**src/rtl/tkbd_pkg.sv**
```systemverilog
`default_nettype none
package tkbd_pkg;

  localparam int SAMPLE_W    = 16;
  localparam int GATE_W      = 16;
  localparam int CFG_DATA_W  = 16;
  localparam int CFG_IDX_W   = 1;
  localparam int CALIB_COUNT = 10;
  localparam int IDX_W       = $clog2(CALIB_COUNT + 1);
  localparam int SUM_W       = SAMPLE_W + 4;
  localparam int CNT_W       = 3;
  localparam int LOCK_W      = 2;
  localparam int HI_W        = SAMPLE_W + 4;
  localparam int LO_W        = SAMPLE_W + 1;

  // sum of the middle six / 6 = (sum >> 1) / 3, by reciprocal multiply
  localparam int DIV_X_W     = SAMPLE_W + 2;
  localparam int RECIP_SHIFT = SAMPLE_W + 4;
  localparam int RECIP_W     = SAMPLE_W + 3;
  localparam int PROD_W      = DIV_X_W + RECIP_W;
  localparam logic [RECIP_W-1:0] RECIP =
    RECIP_W'(((64'd1 << RECIP_SHIFT) + 64'd2) / 64'd3);

  localparam int GROUP_SMALL    = 3;
  localparam int GROUP_REPEAT   = 6;
  localparam int LOCKOUT_RELOAD = 3;
  localparam int GATE_RESET     = 100;

  localparam logic [CFG_IDX_W-1:0] CFG_REPEAT = 1'd0;
  localparam logic [CFG_IDX_W-1:0] CFG_GATE   = 1'd1;

  localparam logic KIND_CALIB = 1'b0;
  localparam logic KIND_SCAN  = 1'b1;

  typedef struct packed {
    logic capture;
    logic cal_upd;
    logic sub_min;
    logic sub_max;
    logic mul;
    logic div_fin;
    logic scan_upd;
    logic eval;
    logic emit;
  } cmd_t;

  typedef struct packed {
    logic calibrated;
    logic cal_last;
    logic group_end;
    logic out_busy;
  } stat_t;

endpackage
`default_nettype wire

```
**src/rtl/tkbd_ctrl.sv**
```systemverilog
`default_nettype none
module tkbd_ctrl (
  input  logic             clk,
  input  logic             rst_n,
  input  logic             in_valid,
  output logic             in_ready,
  input  tkbd_pkg::stat_t  stat,
  output tkbd_pkg::cmd_t   cmd
);
  import tkbd_pkg::*;

  localparam logic [3:0] S_IDLE   = 4'd0;
  localparam logic [3:0] S_CAL    = 4'd1;
  localparam logic [3:0] S_SUBMIN = 4'd2;
  localparam logic [3:0] S_SUBMAX = 4'd3;
  localparam logic [3:0] S_MUL    = 4'd4;
  localparam logic [3:0] S_DIV    = 4'd5;
  localparam logic [3:0] S_SCAN   = 4'd6;
  localparam logic [3:0] S_EVAL   = 4'd7;
  localparam logic [3:0] S_EMIT   = 4'd8;

  logic [3:0] state_r;
  logic [3:0] state_nxt;

  assign in_ready = (state_r == S_IDLE);

  always_comb begin
    cmd       = '0;
    state_nxt = state_r;
    unique case (state_r)
      S_IDLE: begin
        if (in_valid) begin
          cmd.capture = 1'b1;
          state_nxt   = stat.calibrated ? S_SCAN : S_CAL;
        end
      end
      S_CAL: begin
        cmd.cal_upd = 1'b1;
        state_nxt   = stat.cal_last ? S_SUBMIN : S_IDLE;
      end
      S_SUBMIN: begin
        cmd.sub_min = 1'b1;
        state_nxt   = S_SUBMAX;
      end
      S_SUBMAX: begin
        cmd.sub_max = 1'b1;
        state_nxt   = S_MUL;
      end
      S_MUL: begin
        cmd.mul   = 1'b1;
        state_nxt = S_DIV;
      end
      S_DIV: begin
        cmd.div_fin = 1'b1;
        state_nxt   = S_EMIT;
      end
      S_SCAN: begin
        cmd.scan_upd = 1'b1;
        state_nxt    = stat.group_end ? S_EVAL : S_IDLE;
      end
      S_EVAL: begin
        cmd.eval  = 1'b1;
        state_nxt = S_EMIT;
      end
      S_EMIT: begin
        if (!stat.out_busy) begin
          cmd.emit  = 1'b1;
          state_nxt = S_IDLE;
        end
      end
      default: begin
        state_nxt = S_IDLE;
      end
    endcase
  end

  always_ff @(posedge clk) begin
    if (!rst_n) begin
      state_r <= S_IDLE;
    end else begin
      state_r <= state_nxt;
    end
  end

endmodule
`default_nettype wire

```
**src/rtl/tkbd_dp.sv**
```systemverilog
`default_nettype none
module tkbd_dp (
  input  logic                                clk,
  input  logic                                rst_n,
  input  logic                                cfg_we,
  input  logic [tkbd_pkg::CFG_IDX_W-1:0]      cfg_index,
  input  logic [tkbd_pkg::CFG_DATA_W-1:0]     cfg_wdata,
  input  logic [tkbd_pkg::SAMPLE_W-1:0]       in_sample,
  input  tkbd_pkg::cmd_t                      cmd,
  output tkbd_pkg::stat_t                     stat,
  input  logic                                out_ready,
  output logic                                out_valid,
  output logic                                out_result_kind,
  output logic                                out_pressed,
  output logic [tkbd_pkg::SAMPLE_W-1:0]       out_baseline_value,
  output logic                                out_init_fail
);
  import tkbd_pkg::*;

  logic                  repeat_r;
  logic [GATE_W-1:0]     gate_r;
  logic [SAMPLE_W-1:0]   sample_r;
  logic [SAMPLE_W-1:0]   min1_r, min2_r, max1_r, max2_r;
  logic [SUM_W-1:0]      acc_r;
  logic [PROD_W-1:0]     prod_r;
  logic [SAMPLE_W-1:0]   baseline_r;
  logic [IDX_W-1:0]      calib_index_r;
  logic                  calibrated_r;
  logic [SAMPLE_W-1:0]   group_max_r;
  logic [CNT_W-1:0]      group_count_r;
  logic [LOCK_W-1:0]     lockout_r;
  logic [LOCK_W-1:0]     lockout_nxt;
  logic                  res_kind_r, res_pressed_r, res_fail_r;
  logic                  pressed_nxt;
  logic                  out_valid_r;
  logic                  out_kind_r, out_pressed_r, out_fail_r;
  logic [SAMPLE_W-1:0]   out_base_r;

  logic [SUM_W-1:0]      min_pair, max_pair;
  logic [CNT_W-1:0]      cnt_inc, grp_size;
  logic [SAMPLE_W-1:0]   gm_nxt, quot;
  logic [LO_W-1:0]       lo_bound;
  logic [HI_W-1:0]       hi_bound;
  logic                  grp_valid;
  logic [LOCK_W-1:0]     lk_base;

  assign min_pair = SUM_W'(min1_r) + SUM_W'(min2_r);
  assign max_pair = SUM_W'(max1_r) + SUM_W'(max2_r);
  assign cnt_inc  = group_count_r + CNT_W'(1);
  assign grp_size = repeat_r ? CNT_W'(GROUP_REPEAT) : CNT_W'(GROUP_SMALL);
  assign gm_nxt   = (sample_r > group_max_r) ? sample_r : group_max_r;
  assign quot     = prod_r[RECIP_SHIFT +: SAMPLE_W];
  assign lo_bound = LO_W'(baseline_r) + LO_W'(gate_r);
  assign hi_bound = HI_W'({baseline_r, 3'b000}) + HI_W'({baseline_r, 1'b0});
  assign grp_valid = (HI_W'(group_max_r) > HI_W'(lo_bound)) &&
                     (HI_W'(group_max_r) < hi_bound);
  assign lk_base  = repeat_r ? '0 : lockout_r;

  always_comb begin
    if (grp_valid) begin
      pressed_nxt = (lk_base == '0);
      lockout_nxt = LOCK_W'(LOCKOUT_RELOAD - 1);
    end else begin
      pressed_nxt = 1'b0;
      lockout_nxt = (lk_base != '0) ? lk_base - LOCK_W'(1) : '0;
    end
  end

  assign stat.calibrated = calibrated_r;
  assign stat.cal_last   = (calib_index_r == IDX_W'(CALIB_COUNT - 1));
  assign stat.group_end  = (cnt_inc >= grp_size);
  assign stat.out_busy   = out_valid_r && !out_ready;

  always_ff @(posedge clk) begin
    if (!rst_n) begin
      repeat_r <= 1'b0;
      gate_r   <= GATE_W'(GATE_RESET);
    end else if (cfg_we) begin
      unique case (cfg_index)
        CFG_REPEAT: repeat_r <= cfg_wdata[0];
        CFG_GATE:   gate_r   <= cfg_wdata[GATE_W-1:0];
        default: ;
      endcase
    end
  end

  always_ff @(posedge clk) begin
    if (cmd.capture) begin
      sample_r <= in_sample;
    end
    if (cmd.mul) begin
      prod_r <= acc_r[DIV_X_W:1] * RECIP;
    end
    if (cmd.eval) begin
      res_kind_r    <= KIND_SCAN;
      res_pressed_r <= pressed_nxt;
      res_fail_r    <= 1'b0;
    end else if (cmd.div_fin) begin
      res_kind_r    <= KIND_CALIB;
      res_pressed_r <= 1'b0;
      res_fail_r    <= quot[SAMPLE_W-1];
    end
    if (cmd.emit) begin
      out_kind_r    <= res_kind_r;
      out_pressed_r <= res_pressed_r;
      out_fail_r    <= res_fail_r;
      out_base_r    <= baseline_r;
    end
  end

  always_ff @(posedge clk) begin
    if (!rst_n) begin
      min1_r        <= '1;
      min2_r        <= '1;
      max1_r        <= '0;
      max2_r        <= '0;
      acc_r         <= '0;
      baseline_r    <= '0;
      calib_index_r <= '0;
      calibrated_r  <= 1'b0;
      group_max_r   <= '0;
      group_count_r <= '0;
      lockout_r     <= '0;
      out_valid_r   <= 1'b0;
    end else begin
      if (cmd.cal_upd) begin
        if (sample_r < min1_r) begin
          min2_r <= min1_r;
          min1_r <= sample_r;
        end else if (sample_r < min2_r) begin
          min2_r <= sample_r;
        end
        if (sample_r > max1_r) begin
          max2_r <= max1_r;
          max1_r <= sample_r;
        end else if (sample_r > max2_r) begin
          max2_r <= sample_r;
        end
        acc_r         <= acc_r + SUM_W'(sample_r);
        calib_index_r <= calib_index_r + IDX_W'(1);
      end
      if (cmd.sub_min) begin
        acc_r <= acc_r - min_pair;
      end
      if (cmd.sub_max) begin
        acc_r <= acc_r - max_pair;
      end
      if (cmd.div_fin) begin
        baseline_r    <= quot;
        calibrated_r  <= 1'b1;
        calib_index_r <= '0;
      end
      if (cmd.scan_upd) begin
        group_max_r   <= gm_nxt;
        group_count_r <= cnt_inc;
      end
      if (cmd.eval) begin
        lockout_r     <= lockout_nxt;
        group_max_r   <= '0;
        group_count_r <= '0;
      end
      if (cmd.emit) begin
        out_valid_r <= 1'b1;
      end else if (out_ready) begin
        out_valid_r <= 1'b0;
      end
    end
  end

  assign out_valid          = out_valid_r;
  assign out_result_kind    = out_kind_r;
  assign out_pressed        = out_pressed_r;
  assign out_baseline_value = out_base_r;
  assign out_init_fail      = out_fail_r;

endmodule
`default_nettype wire

```
**src/rtl/touch_key_baseline_detect.sv**
```systemverilog
// Capacitive touch key detector on charge-time samples. The first ten
// samples calibrate: the two smallest and two largest are dropped and the
// rest averaged into the baseline, reported in one calibration transaction
// (init_fail set when the baseline is above 32767). Later samples form scan
// groups of 3 (6 with repeat_mode); each group yields one transaction that
// flags a new press when its maximum lies above baseline + gate_threshold
// and below 10 x baseline. The sequencer takes one sample at a time:
// in_ready is low from acceptance until the sample is done. A sample that
// ends a scan group then passes through evaluate and emit states, the tenth
// calibration sample through subtract, subtract, reciprocal multiply, scale
// and emit; emit waits while an earlier result still waits on out_ready.
// Configuration writes take effect on the next cycle.
`default_nettype none
module touch_key_baseline_detect (
  input  logic                              clk,
  input  logic                              rst_n,
  input  logic                              cfg_we,
  input  logic [tkbd_pkg::CFG_IDX_W-1:0]    cfg_index,
  input  logic [tkbd_pkg::CFG_DATA_W-1:0]   cfg_wdata,
  input  logic                              in_valid,
  output logic                              in_ready,
  input  logic [tkbd_pkg::SAMPLE_W-1:0]     in_sample,
  output logic                              out_valid,
  input  logic                              out_ready,
  output logic                              out_result_kind,
  output logic                              out_pressed,
  output logic [tkbd_pkg::SAMPLE_W-1:0]     out_baseline_value,
  output logic                              out_init_fail
);
  import tkbd_pkg::*;

  cmd_t  cmd;
  stat_t stat;

  tkbd_ctrl u_ctrl (
    .clk      (clk),
    .rst_n    (rst_n),
    .in_valid (in_valid),
    .in_ready (in_ready),
    .stat     (stat),
    .cmd      (cmd)
  );

  tkbd_dp u_dp (
    .clk                (clk),
    .rst_n              (rst_n),
    .cfg_we             (cfg_we),
    .cfg_index          (cfg_index),
    .cfg_wdata          (cfg_wdata),
    .in_sample          (in_sample),
    .cmd                (cmd),
    .stat               (stat),
    .out_ready          (out_ready),
    .out_valid          (out_valid),
    .out_result_kind    (out_result_kind),
    .out_pressed        (out_pressed),
    .out_baseline_value (out_baseline_value),
    .out_init_fail      (out_init_fail)
  );

endmodule
`default_nettype wire

```
**config.mk**
```make
export PLATFORM = sky130hd
export DESIGN_NAME = touch_key_baseline_detect
export DESIGN_NICKNAME = d
export VERILOG_FILES = /design/src/rtl/tkbd_pkg.sv /design/src/rtl/tkbd_ctrl.sv /design/src/rtl/tkbd_dp.sv /design/src/rtl/touch_key_baseline_detect.sv
export SDC_FILE = /design/constraint.sdc
export NUM_CORES = 1
export LEC_CHECK = 0
export BUFFER_PORTS_ARGS = -buffer_cell sky130_fd_sc_hd__buf_2
export CAP_MARGIN = 20
export CORE_MARGIN = 10
export CORE_UTILIZATION = 45
export CTS_BUF_LIST = sky130_fd_sc_hd__clkbuf_4 sky130_fd_sc_hd__clkbuf_8 sky130_fd_sc_hd__clkbuf_16
export DETAILED_ROUTE_END_ITERATION = 10
export GPL_TIMING_DRIVEN = 0
export PLACE_DENSITY = 0.74
export SYNTH_ARGS = -nofsm -noshare
export SYNTH_HDL_FRONTEND = slang
export SYNTH_SLANG_ARGS = --single-unit
```
**constraint.sdc**
```tcl
create_clock -name clk -period 5 [get_ports clk]
set_input_delay 1.25 -clock clk [delete_from_list [all_inputs] [get_ports clk]]
set_output_delay 1.25 -clock clk [all_outputs]
set_load 0.05 [all_outputs]
```
Word-level counts from Yosys, hierarchy flattened:

Index checks and enable logic that the tools add are counted.

* add/sub/neg operators: 10
* multipliers: 1
* divide/modulo/power cells: 0
* magnitude comparators: 8
* equal/unequal tests: 11
* shift operators: 0
* mux-type cells: 33
* bitwise logic cells: 2
* reduce and logical (&&, ||, !) cells: 22

Operator list (number)
* two-way mux 16 bit: 4
* two-way mux 20 bit: 3
* adder 16 x 16 -> 17 bit: 3
* greater-than comparator 16 bit: 3
* subtractor 20 bit: 2
* multiplier 18 x 18 -> 35 bit, second input constant: 1
* less-than comparator 16 bit: 2
* one-hot mux 4 bit (8 select lines): 1
* adder 19 x 17 -> 20 bit: 1
* adder 20 x 16 -> 20 bit: 1
* less-than comparator 16 x 20 -> 1 bit: 1
* greater-than comparator 16 x 17 -> 1 bit: 1
* equality test 4 x 3 -> 1 bit, second input constant: 4
* two-way mux 1 bit: 16
* AND reduction 2 bit: 8
* nonzero test 2 bit: 5
* two-way mux 3 bit: 3
* equality test 4 x 2 -> 1 bit, second input constant: 2
* equality test 4 bit, second input constant: 2
* two-way mux 2 bit: 4
* two-way mux 4 bit: 2
* OR reduction 2 bit: 3
* adder 4 x 1 -> 4 bit, second input constant: 1
* equality test 4 x 1 -> 1 bit, second input constant: 1
* other kinds (10): 13

* flip-flop bits (word level): 221
* latch bits: 0
* bits in writable memories: 0
* ROM bits: 0
* input port bits: 38
* output and inout bits: 21
* memories kept: 0

Depth between registers and ports, before layout:

Gate-level depths: netlist of the first run.

* word-level depth: 5
* mapped depth: 21
* mapped depth without buffers: 21

Hierarchy:

A second synthesis of the first run with hierarchy kept.

* cells, all modules: 2333
* area total of the unflattened synthesis: 20846.2 µm²

Modules (own cells, without submodules)
* tkbd_dp: instances 1, cells each 2287, area each 20524.7 µm², sequential area each 4464.3 µm²
* tkbd_ctrl: instances 1, cells each 46, area each 321.6 µm², sequential area each 80.1 µm²

Worst setup path after synthesis of the first run:

Ideal clock, no wire load.

* path kind: register -> register
* start point: register u_dp.acc_r[9]
* end point: register u_dp.prod_r[35], data pin
* library setup time: 260 ps
* arrival time: 5213 ps
* data required time: 4740 ps
* setup slack: -473 ps
* cell stages (with the launch flop): 21
* path through: dfxtp_1 -> ha_1 -> ha_1 -> inv_1 -> fa_1 -> inv_1 -> fa_1 -> fa_1 -> inv_1 -> fa_1 -> inv_1 -> ha_1 -> nand4_1 -> a2111oi_0 -> nand3_1 -> a31oi_1 -> nor2_1 -> o21ai_0 -> a211o_1 -> a21oi_1 -> xnor2_1

* longest elaborated chain between the ends: 1

Ends and longest elaborated chain
* start, declared: RTL line tkbd_dp.sv:24 `logic [SUM_W-1:0] acc_r;`
* start signal, assigned: RTL line tkbd_dp.sv:139 `acc_r <= acc_r + SUM_W'(sample_r);`
* start signal, assigned: RTL line tkbd_dp.sv:143 `acc_r <= acc_r - min_pair;`
* start signal, assigned: RTL line tkbd_dp.sv:146 `acc_r <= acc_r - max_pair;`
* multiplier 18 x 18 -> 35 bit: RTL line tkbd_dp.sv:92 `prod_r <= acc_r[DIV_X_W:1] * RECIP;`
* end signal, assigned: RTL line tkbd_dp.sv:92
* end, declared: RTL line tkbd_dp.sv:25 `logic [PROD_W-1:0] prod_r;`

No other way between the ends.
A chain may end at the register's enable or synchronous reset.

Worst setup path after layout of the first run:

* start point: register u_dp.acc_r[3]
* end point: register u_dp.prod_r[34], data pin

The elaborated chain is that of the path after synthesis.

==> results.json, run 1 <==
{
  "core_um2": 43100,
  "rr_worst_depth": 21,
  "route.antenna.remaining_nets": 0,
  "cts-buffers-inserted": 22,
  "cts_root_buf": "clkbuf_16",
  "max-cap-violations": 0,
  "drc": 0,
  "highest_layer": "met4",
  "wirelength_met1_um": 23800,
  "rsz0062_at_grt": "yes",
  "htreeDepth": 1,
  "startpoint_type": "register",
  "io_buffers": 57,
  "syn_to_final_growth_pct": 13.8,
  "synth_edf_count": 52,
  "cts_tree": "built",
  "die_w_um": 229,
  "wl_per_cell_um": 19.4,
  "ys_types": 71,
  "power_density_nw_per_um2": 303,
  "max_freq_mhz": 187,
  "reg2reg_to": "u_dp.prod_r[34]$_DFFE_PP_",
  "fin_crit_ns": 5.36,
  "drtIter0Drc": 1284,
  "fin_nets": 2829,
  "syn_nets": 2708,
  "antenna_found_initial": 0,
  "maxSlewViolCount": 0,
  "required_ns": 5.28,
  "whs_path_depth": 0,
  "worstPathArrival_ns": 5.64,
  "fin_crit_sh_pct": 107,
  "grt_start_max_net_pins": 20,
  "vias": 16700,
  "run_status": "finished, violations left",
  "overflow": 0,
  "clk_pin_slew_worst_paths_ns": 0.07,
  "r2r-start": "u_dp.acc_r[3]$_SDFFE_PN0P_",
  "cp_slowest_stage_delay_ns": 0.50,
  "hold_viol_final": 0,
  "multi_input_area_um2": 13900,
  "ys_async_sr_fraction_pct": 0,
  "synth-seq-cells": 201,
  "cp_max_fo": 4,
  "setup_viol": 9,
  "syn_area_per_cell_um2": 8.88,
  "totalWireLength_um": 57000,
  "holdPathEnd": "u_dp.out_pressed$_DFFE_PP_",
  "n_fill_cell": 3879,
  "synthCells": 2209,
  "clk_latency_ns": 0.54,
  "path_cells": "buf_6 > ha_4 > fa_1 > inv_1 > fa_1 > inv_1 > fa_1 > fa_1 > inv_1 > fa_1 > inv_2 > ha_4 > a21o_1 > a21o_1 > a21oi_4 > a31oi_4 > nor2_4 > o21ai_2 > a211o_1 > buf_4 > xor2_1",
  "firstDrtPassIters": 5,
  "start_util_pct": 45.6,
  "hold_start": "u_dp.res_pressed_r$_SDFFCE_PN0P_",
  "critPathSlowestCell": "fa_1",
  "synth_sequential_area_ratio_pct": 23.2,
  "fp.dieH_um": 229,
  "crit_top_cell": "fa_1",
  "clkSinkCount": 201,
  "gp_congestion": 0.984,
  "grt_usage_pct": 21.1,
  "setup_ws_ns": -0.361,
  "dp.cells": 2851,
  "num_rows": 76,
  "final_cell_count_no_fill": 2931,
  "yosys-top-cells-count": "ha_1 (349), inv_1 (349), nand2_1 (167), dfxtp_1 (149), a21oi_1 (143)",
  "die_area_um2": 52400,
  "min_path_type": "reg -> reg",
  "drive_gt1_share_pct": 11.1,
  "final_core_util_pct": 51.9,
  "p_leak_nw": 10.8,
  "worst_pin_slew_ns": 0.992,
  "dp_hpwl_um": 44300,
  "finClkSkew_ns": 0.0163,
  "clk_path_buf_depth": 3,
  "seqCellArea_um2": 4610,
  "max-vdd-ir-drop_mv": 0.321,
  "route.met3.wl_um": 3880,
  "synthTopCellsByArea": "ha_1 (22%), dfxtp_1 (15%), fa_1 (11%), edfxtp_1 (8.0%), inv_1 (6.7%)",
  "relSlewSlack_pct": 33.6,
  "violations": "negative setup slack",
  "ys.flop_type": "dfxtp_1",
  "synth_top_cell_by_area": "ha_1",
  "grt_first_pass_wirelength_um": 89500,
  "syn_area_um2": 19600,
  "synthDominantCellAreaShare_pct": 22.3,
  "ctsHoldBuffers": 0,
  "end_kind": "register",
  "dr_wl_met2_um": 26700,
  "synth-warning-count": 0,
  "ios": 59,
  "routed_via_density": 5.71,
  "r2r_slack_ns": -0.36,
  "grt_pass1_vias": 16600,
  "crit_type": "reg -> reg",
  "pre_cts_ws_ns": -0.797,
  "antenna-diode-count": 0
}
state kept, by name, indices dropped and copies added (netlist names), 2 cells and up:
name and count:
u_ctrl.state_r 4, u_dp.acc_r 19, u_dp.baseline_r 16, u_dp.calib_index_r 4, u_dp.gate_r 16, u_dp.group_count_r 3, u_dp.group_max_r 16, u_dp.lockout_r 2
u_dp.max1_r 16, u_dp.max2_r 16, u_dp.min1_r 16, u_dp.min2_r 16, u_dp.out_baseline_value 16, u_dp.prod_r 16, u_dp.sample_r 16
logic make-up after synthesis:
group	count (synthesis)	synth area share, %
multiplexers	21	1.07
AND/OR/NAND/NOR	495	11.6
flip-flops	201	23.2
adder cells (fa/ha/maj)	461	33.7
XOR/XNOR	98	4.37
AO/OA/AOI/OAI	513	17.9
buffers and inverters	420	8.22
final cells by class:
cell class	count	share of cell area, %
clock inverters	6	0.487
plain buffers	68	1.30
inverters	350	5.88
clock buffers	34	3.21
repair buffers	99	2.79
flip-flops and latches	201	20.6
well taps	585	3.28
multi-input cells	1588	62.4
metrics by stage:
step	hold WS [ns]	setup TNS, ns	cell area [um2]	total power, mW
floorplan	0.400	0	19800	3.92
global placement	0.408	-7.26	20800	4.55
detailed placement	0.412	-7.28	20800	4.63
CTS	0.431	-2.59	22200	6.66
global route	0.445	-4.03	22300	7.23
finish	0.430	-2.12	22300	6.76
critical path, delay by kind of cell (launching register included):
| kind | cells | cell delay (ns) |
|---|---|---|
| buffers and inverters | 6 | 0.48 |
| XOR/XNOR | 1 | 0.13 |
| flip-flops | 1 | 0.37 |
| AO/OA/AOI/OAI | 6 | 1.06 |
| adder cells (fa/ha/maj) | 7 | 2.91 |
| AND/OR/NAND/NOR | 1 | 0.15 |
worst max path at each step:
stage / to / startpoint / slack (ns) / cells after the start
after detailed placement: u_dp.prod_r[35]$_DFFE_PP_ / u_dp.acc_r[14]$_SDFFE_PN0P_ / -0.80 / 18
final: u_dp.prod_r[34]$_DFFE_PP_ / u_dp.acc_r[3]$_SDFFE_PN0P_ / -0.36 / 21
after floorplan: u_dp.prod_r[35]$_DFFE_PP_ / u_dp.acc_r[5]$_SDFFE_PN0P_ / 0.0008 / 20
after CTS: u_dp.prod_r[34]$_DFFE_PP_ / u_dp.acc_r[3]$_SDFFE_PN0P_ / -0.36 / 21
after global placement: u_dp.prod_r[35]$_DFFE_PP_ / u_dp.acc_r[14]$_SDFFE_PN0P_ / -0.80 / 18
after global routing: u_dp.prod_r[34]$_DFFE_PP_ / u_dp.acc_r[3]$_SDFFE_PN0P_ / -0.49 / 21
layer usage:
layer | up-vias | GRT usage [%]
li1 | 7944 | -
met1 | 8067 | 26.6
met2 | 600 | 35.1
met3 | 137 | 2.85
met4 | 0 | 9.83
met5 | - | 0
placed cells by master (no fill, tap or decap), drive strengths merged, types with 18 or more instances in the layout:
| cell | count |
|---|---|
| inv | 350 |
| ha | 349 |
| nand2 | 167 |
| dfxtp | 149 |
| a21oi | 144 |
| nor2 | 136 |
| buf | 116 |
| fa | 112 |
| o21ai | 85 |
| clkbuf | 85 |
| xnor2 | 54 |
| a21o | 52 |
| edfxtp | 52 |
| nand3 | 49 |
| xor2 | 44 |
| nor3 | 31 |
| a31oi | 31 |
| o21a | 29 |
| o211ai | 26 |
| a211oi | 25 |
| mux2i | 21 |
| nand4 | 19 |
| o31ai | 19 |
| nand2b | 18 |
report_power, final:
group | switching, mW | internal [mW]
Sequential | 0.158 | 1.78
Clock | 0.720 | 1.15
Combinational | 1.70 | 1.25
timing repair:
item	CTS	global route
gates resized for setup	38	21
buffers inserted	33	9
endpoints found under the setup margin	17	19
pin swaps	32	14
gates cloned	0	0
(Power assumes the default switching activity.)
==> run 2, diff against run 1 <==
--- a/config.mk
+++ b/config.mk
@@ -7,12 +7,16 @@
 export LEC_CHECK = 0
 export BUFFER_PORTS_ARGS = -buffer_cell sky130_fd_sc_hd__buf_2
 export CAP_MARGIN = 20
+export CELL_PAD_IN_SITES_DETAIL_PLACEMENT = 1
+export CELL_PAD_IN_SITES_GLOBAL_PLACEMENT = 1
 export CORE_MARGIN = 10
 export CORE_UTILIZATION = 45
 export CTS_BUF_LIST = sky130_fd_sc_hd__clkbuf_4 sky130_fd_sc_hd__clkbuf_8 sky130_fd_sc_hd__clkbuf_16
+export CTS_CLUSTER_DIAMETER = 30
 export DETAILED_ROUTE_END_ITERATION = 10
 export GPL_TIMING_DRIVEN = 0
-export PLACE_DENSITY = 0.74
+export PLACE_DENSITY = 0.89
+export SETUP_SLACK_MARGIN = 0.1
 export SYNTH_ARGS = -nofsm -noshare
 export SYNTH_HDL_FRONTEND = slang
 export SYNTH_SLANG_ARGS = --single-unit
==> run 2 against run 1 <==
Net effect: the flow still finishes with violations (negative setup slack); sequential power hardly changed; global-route usage is 7.5 points higher; design area is 6.7% higher; die area stayed put; register-to-register slack worse by 0.36 ns; critical path type unchanged; largest power group unchanged.
==> results.json, run 2 (synthesis results as in run 1) <==
{
  "run_status": "finished, violations left",
  "violations": "negative setup slack",
  "firstDrtPassIters": 6,
  "whs_path_depth": 2,
  "routed_via_density": 6.43,
  "cts_tree": "built",
  "rr_worst_depth": 20,
  "cts-buffers-inserted": 48,
  "startpoint_type": "register",
  "max-cap-violations": 0,
  "route.antenna.remaining_nets": 0,
  "crit_top_cell": "fa_1",
  "pre_cts_ws_ns": -0.898,
  "min_path_type": "reg -> reg",
  "fp.dieH_um": 229,
  "drive_gt1_share_pct": 16.5,
  "cp_slowest_stage_delay_ns": 0.57,
  "dp_hpwl_um": 53700,
  "max-vdd-ir-drop_mv": 0.317,
  "r2r_slack_ns": -0.73,
  "worst_pin_slew_ns": 1.37,
  "worstPathArrival_ns": 6.04,
  "p_leak_nw": 11.4,
  "whs_ns": 0.472,
  "drtIter0Drc": 1680,
  "hold_viol_final": 0,
  "hold_start": "u_dp.gate_r[13]$_SDFFE_PN0P_",
  "busiest_layer": "met2",
  "fin_crit_sh_pct": 115,
  "dp.cells": 2852,
  "overflow": 0,
  "clk_pin_slew_worst_paths_ns": 0.07,
  "totalWireLength_um": 85300,
  "die_w_um": 229,
  "clk_latency_ns": 0.59,
  "max_freq_mhz": 175,
  "maxSlewViolCount": 0,
  "layout_commonest_cell": "inv_1",
  "fin_setup_tns_ns": -7.92,
  "r2r-start": "u_dp.acc_r[15]$_SDFFE_PN0P_",
  "htreeDepth": 2,
  "mostFrequentLayoutCells": "inv_1 (333), ha_1 (319), nand2_1 (165)",
  "grt_start_max_net_pins": 20,
  "holdPathEnd": "u_dp.gate_r[13]$_SDFFE_PN0P_",
  "top_register": "u_dp.acc_r",
  "grt_pass1_vias": 20400,
  "clkSinkCount": 201,
  "drc": 0,
  "power_density_nw_per_um2": 382,
  "crit_type": "reg -> reg",
  "gp_congestion": 0.962,
  "vias": 19300,
  "critPathSlowestCell": "fa_1",
  "cp_max_fo": 7,
  "fin_nets": 2884,
  "n_fill_cell": 4849,
  "required_ns": 5.32,
  "antenna_found_initial": 2,
  "setup_viol": 22,
  "core_um2": 43100,
  "grt_first_pass_wirelength_um": 118000,
  "clk_path_buf_depth": 3,
  "power.share.clock_pct": 38.0,
  "finClkSkew_ns": 0.0337,
  "final_cell_count_no_fill": 3010,
  "largest_reg_flops": 19,
  "cts_root_buf": "clkbuf_16",
  "end_kind": "register",
  "ios": 59,
  "switching_share_pct": 39.8,
  "setup_ws_ns": -0.725,
  "p_int_mw": 5.49,
  "grtUsageMet3_pct": 5.94,
  "path_cells": "ha_1 > ha_1 > inv_1 > fa_1 > inv_1 > fa_1 > fa_1 > inv_1 > fa_1 > inv_2 > ha_4 > a21o_1 > a21o_1 > a21oi_4 > a31oi_4 > nor2_4 > o21ai_4 > a211o_1 > a21oi_2 > xnor2_2",
  "grt_use_met1_pct": 30.7,
  "switching_power_mw": 3.62,
  "sequentialPowerShare_pct": 21.5,
  "start_util_pct": 45.6,
  "grt_usage_pct": 28.6,
  "die_area_um2": 52400,
  "syn_to_final_growth_pct": 21.4,
  "io_buffers": 57,
  "antenna-diode-count": 0,
  "reg2reg_to": "u_dp.prod_r[35]$_DFFE_PP_",
  "fin_crit_ns": 5.73,
  "num_rows": 76,
  "p_comb_share_pct": 40.5,
  "wl_per_cell_um": 28.3,
  "grt_use_met2_pct": 50.2,
  "rsz0062_at_grt": "yes",
  "relSlewSlack_pct": 7.72
}
run 2: cell types whose count changed in the layout (fill, tap and decap cells not counted), sizes merged:
cell,delta
inv,+12
bufinv,+2
buf,+29
clkbuf,+25
clkinvlp,+5
clkinv,+6
run 2: cell type report:
type / instances / area, um2 / area share, %
plain buffers: 70 / 307 / 1.29
flip-flops and latches: 201 / 4610 / 19.4
well taps: 585 / 732 / 3.07
clock buffers: 59 / 1360 / 5.71
clock inverters: 31 / 394 / 1.65
multi-input cells: 1588 / 14300 / 59.9
repair buffers: 126 / 833 / 3.50
inverters: 350 / 1320 / 5.53
run 2: metrics by stage:
step | cell area, um2 | utilization (%) | total power, mW
after floorplan | 20000 | - | 3.94
after global placement | 21000 | 48.7 | 4.65
after detailed placement | 21000 | 48.7 | 4.89
after CTS | 23300 | 54.2 | 8.59
after global routing | 23800 | 55.3 | 9.47
final | 23800 | 55.3 | 9.11
run 2: critical path, delay by kind of cell (launching register included):
| kind | cells | cell delay, ns |
|---|---|---|
| compound gates | 7 | 1.27 |
| xor+xnor | 1 | 0.15 |
| fa+ha+maj | 7 | 3.10 |
| buf+inv | 4 | 0.34 |
| flops | 1 | 0.41 |
| simple gates | 1 | 0.17 |
run 2: worst max path at each step:
stage                     cells past startpoint  slack [ns]                         to                         from
after floorplan                              20        0.06  u_dp.prod_r[35]$_DFFE_PP_   u_dp.acc_r[9]$_SDFFE_PN0P_
after global placement                       18       -0.75  u_dp.prod_r[35]$_DFFE_PP_  u_dp.acc_r[13]$_SDFFE_PN0P_
after detailed placement                     18       -0.90  u_dp.prod_r[33]$_DFFE_PP_  u_dp.acc_r[13]$_SDFFE_PN0P_
after CTS                                    20       -0.34  u_dp.prod_r[34]$_DFFE_PP_   u_dp.acc_r[3]$_SDFFE_PN0P_
after global routing                         20       -0.81  u_dp.prod_r[35]$_DFFE_PP_  u_dp.acc_r[15]$_SDFFE_PN0P_
final                                        20       -0.73  u_dp.prod_r[35]$_DFFE_PP_  u_dp.acc_r[15]$_SDFFE_PN0P_
run 2: layer usage:
metal / wire [um] / vias up
met1: 29600 / 9424
met2: 40100 / 1235
met3: 7450 / 616
li1: - / 8064
met5: 3 / -
met4: 8100 / 2
run 2: what timing repair did:
action | 4_1_cts | 5_1_grt
hold buffers | 0 | 0
gates cloned | 0 | 0
resized for setup | 51 | 76
setup endpoints to repair | 23 | 26
setup buffers | 41 | 28
pin swaps | 24 | 38
run 2: power groups by stage:
stage               clock network (mW)  logic [mW]  registers (mW)
global route                      3.54        3.98            1.95
CTS                               3.40        3.25            1.94
finish                            3.46        3.69            1.95
floorplan                            0        2.04            1.91
detailed placement                   0        2.89            1.99
global placement                     0        2.66            1.99
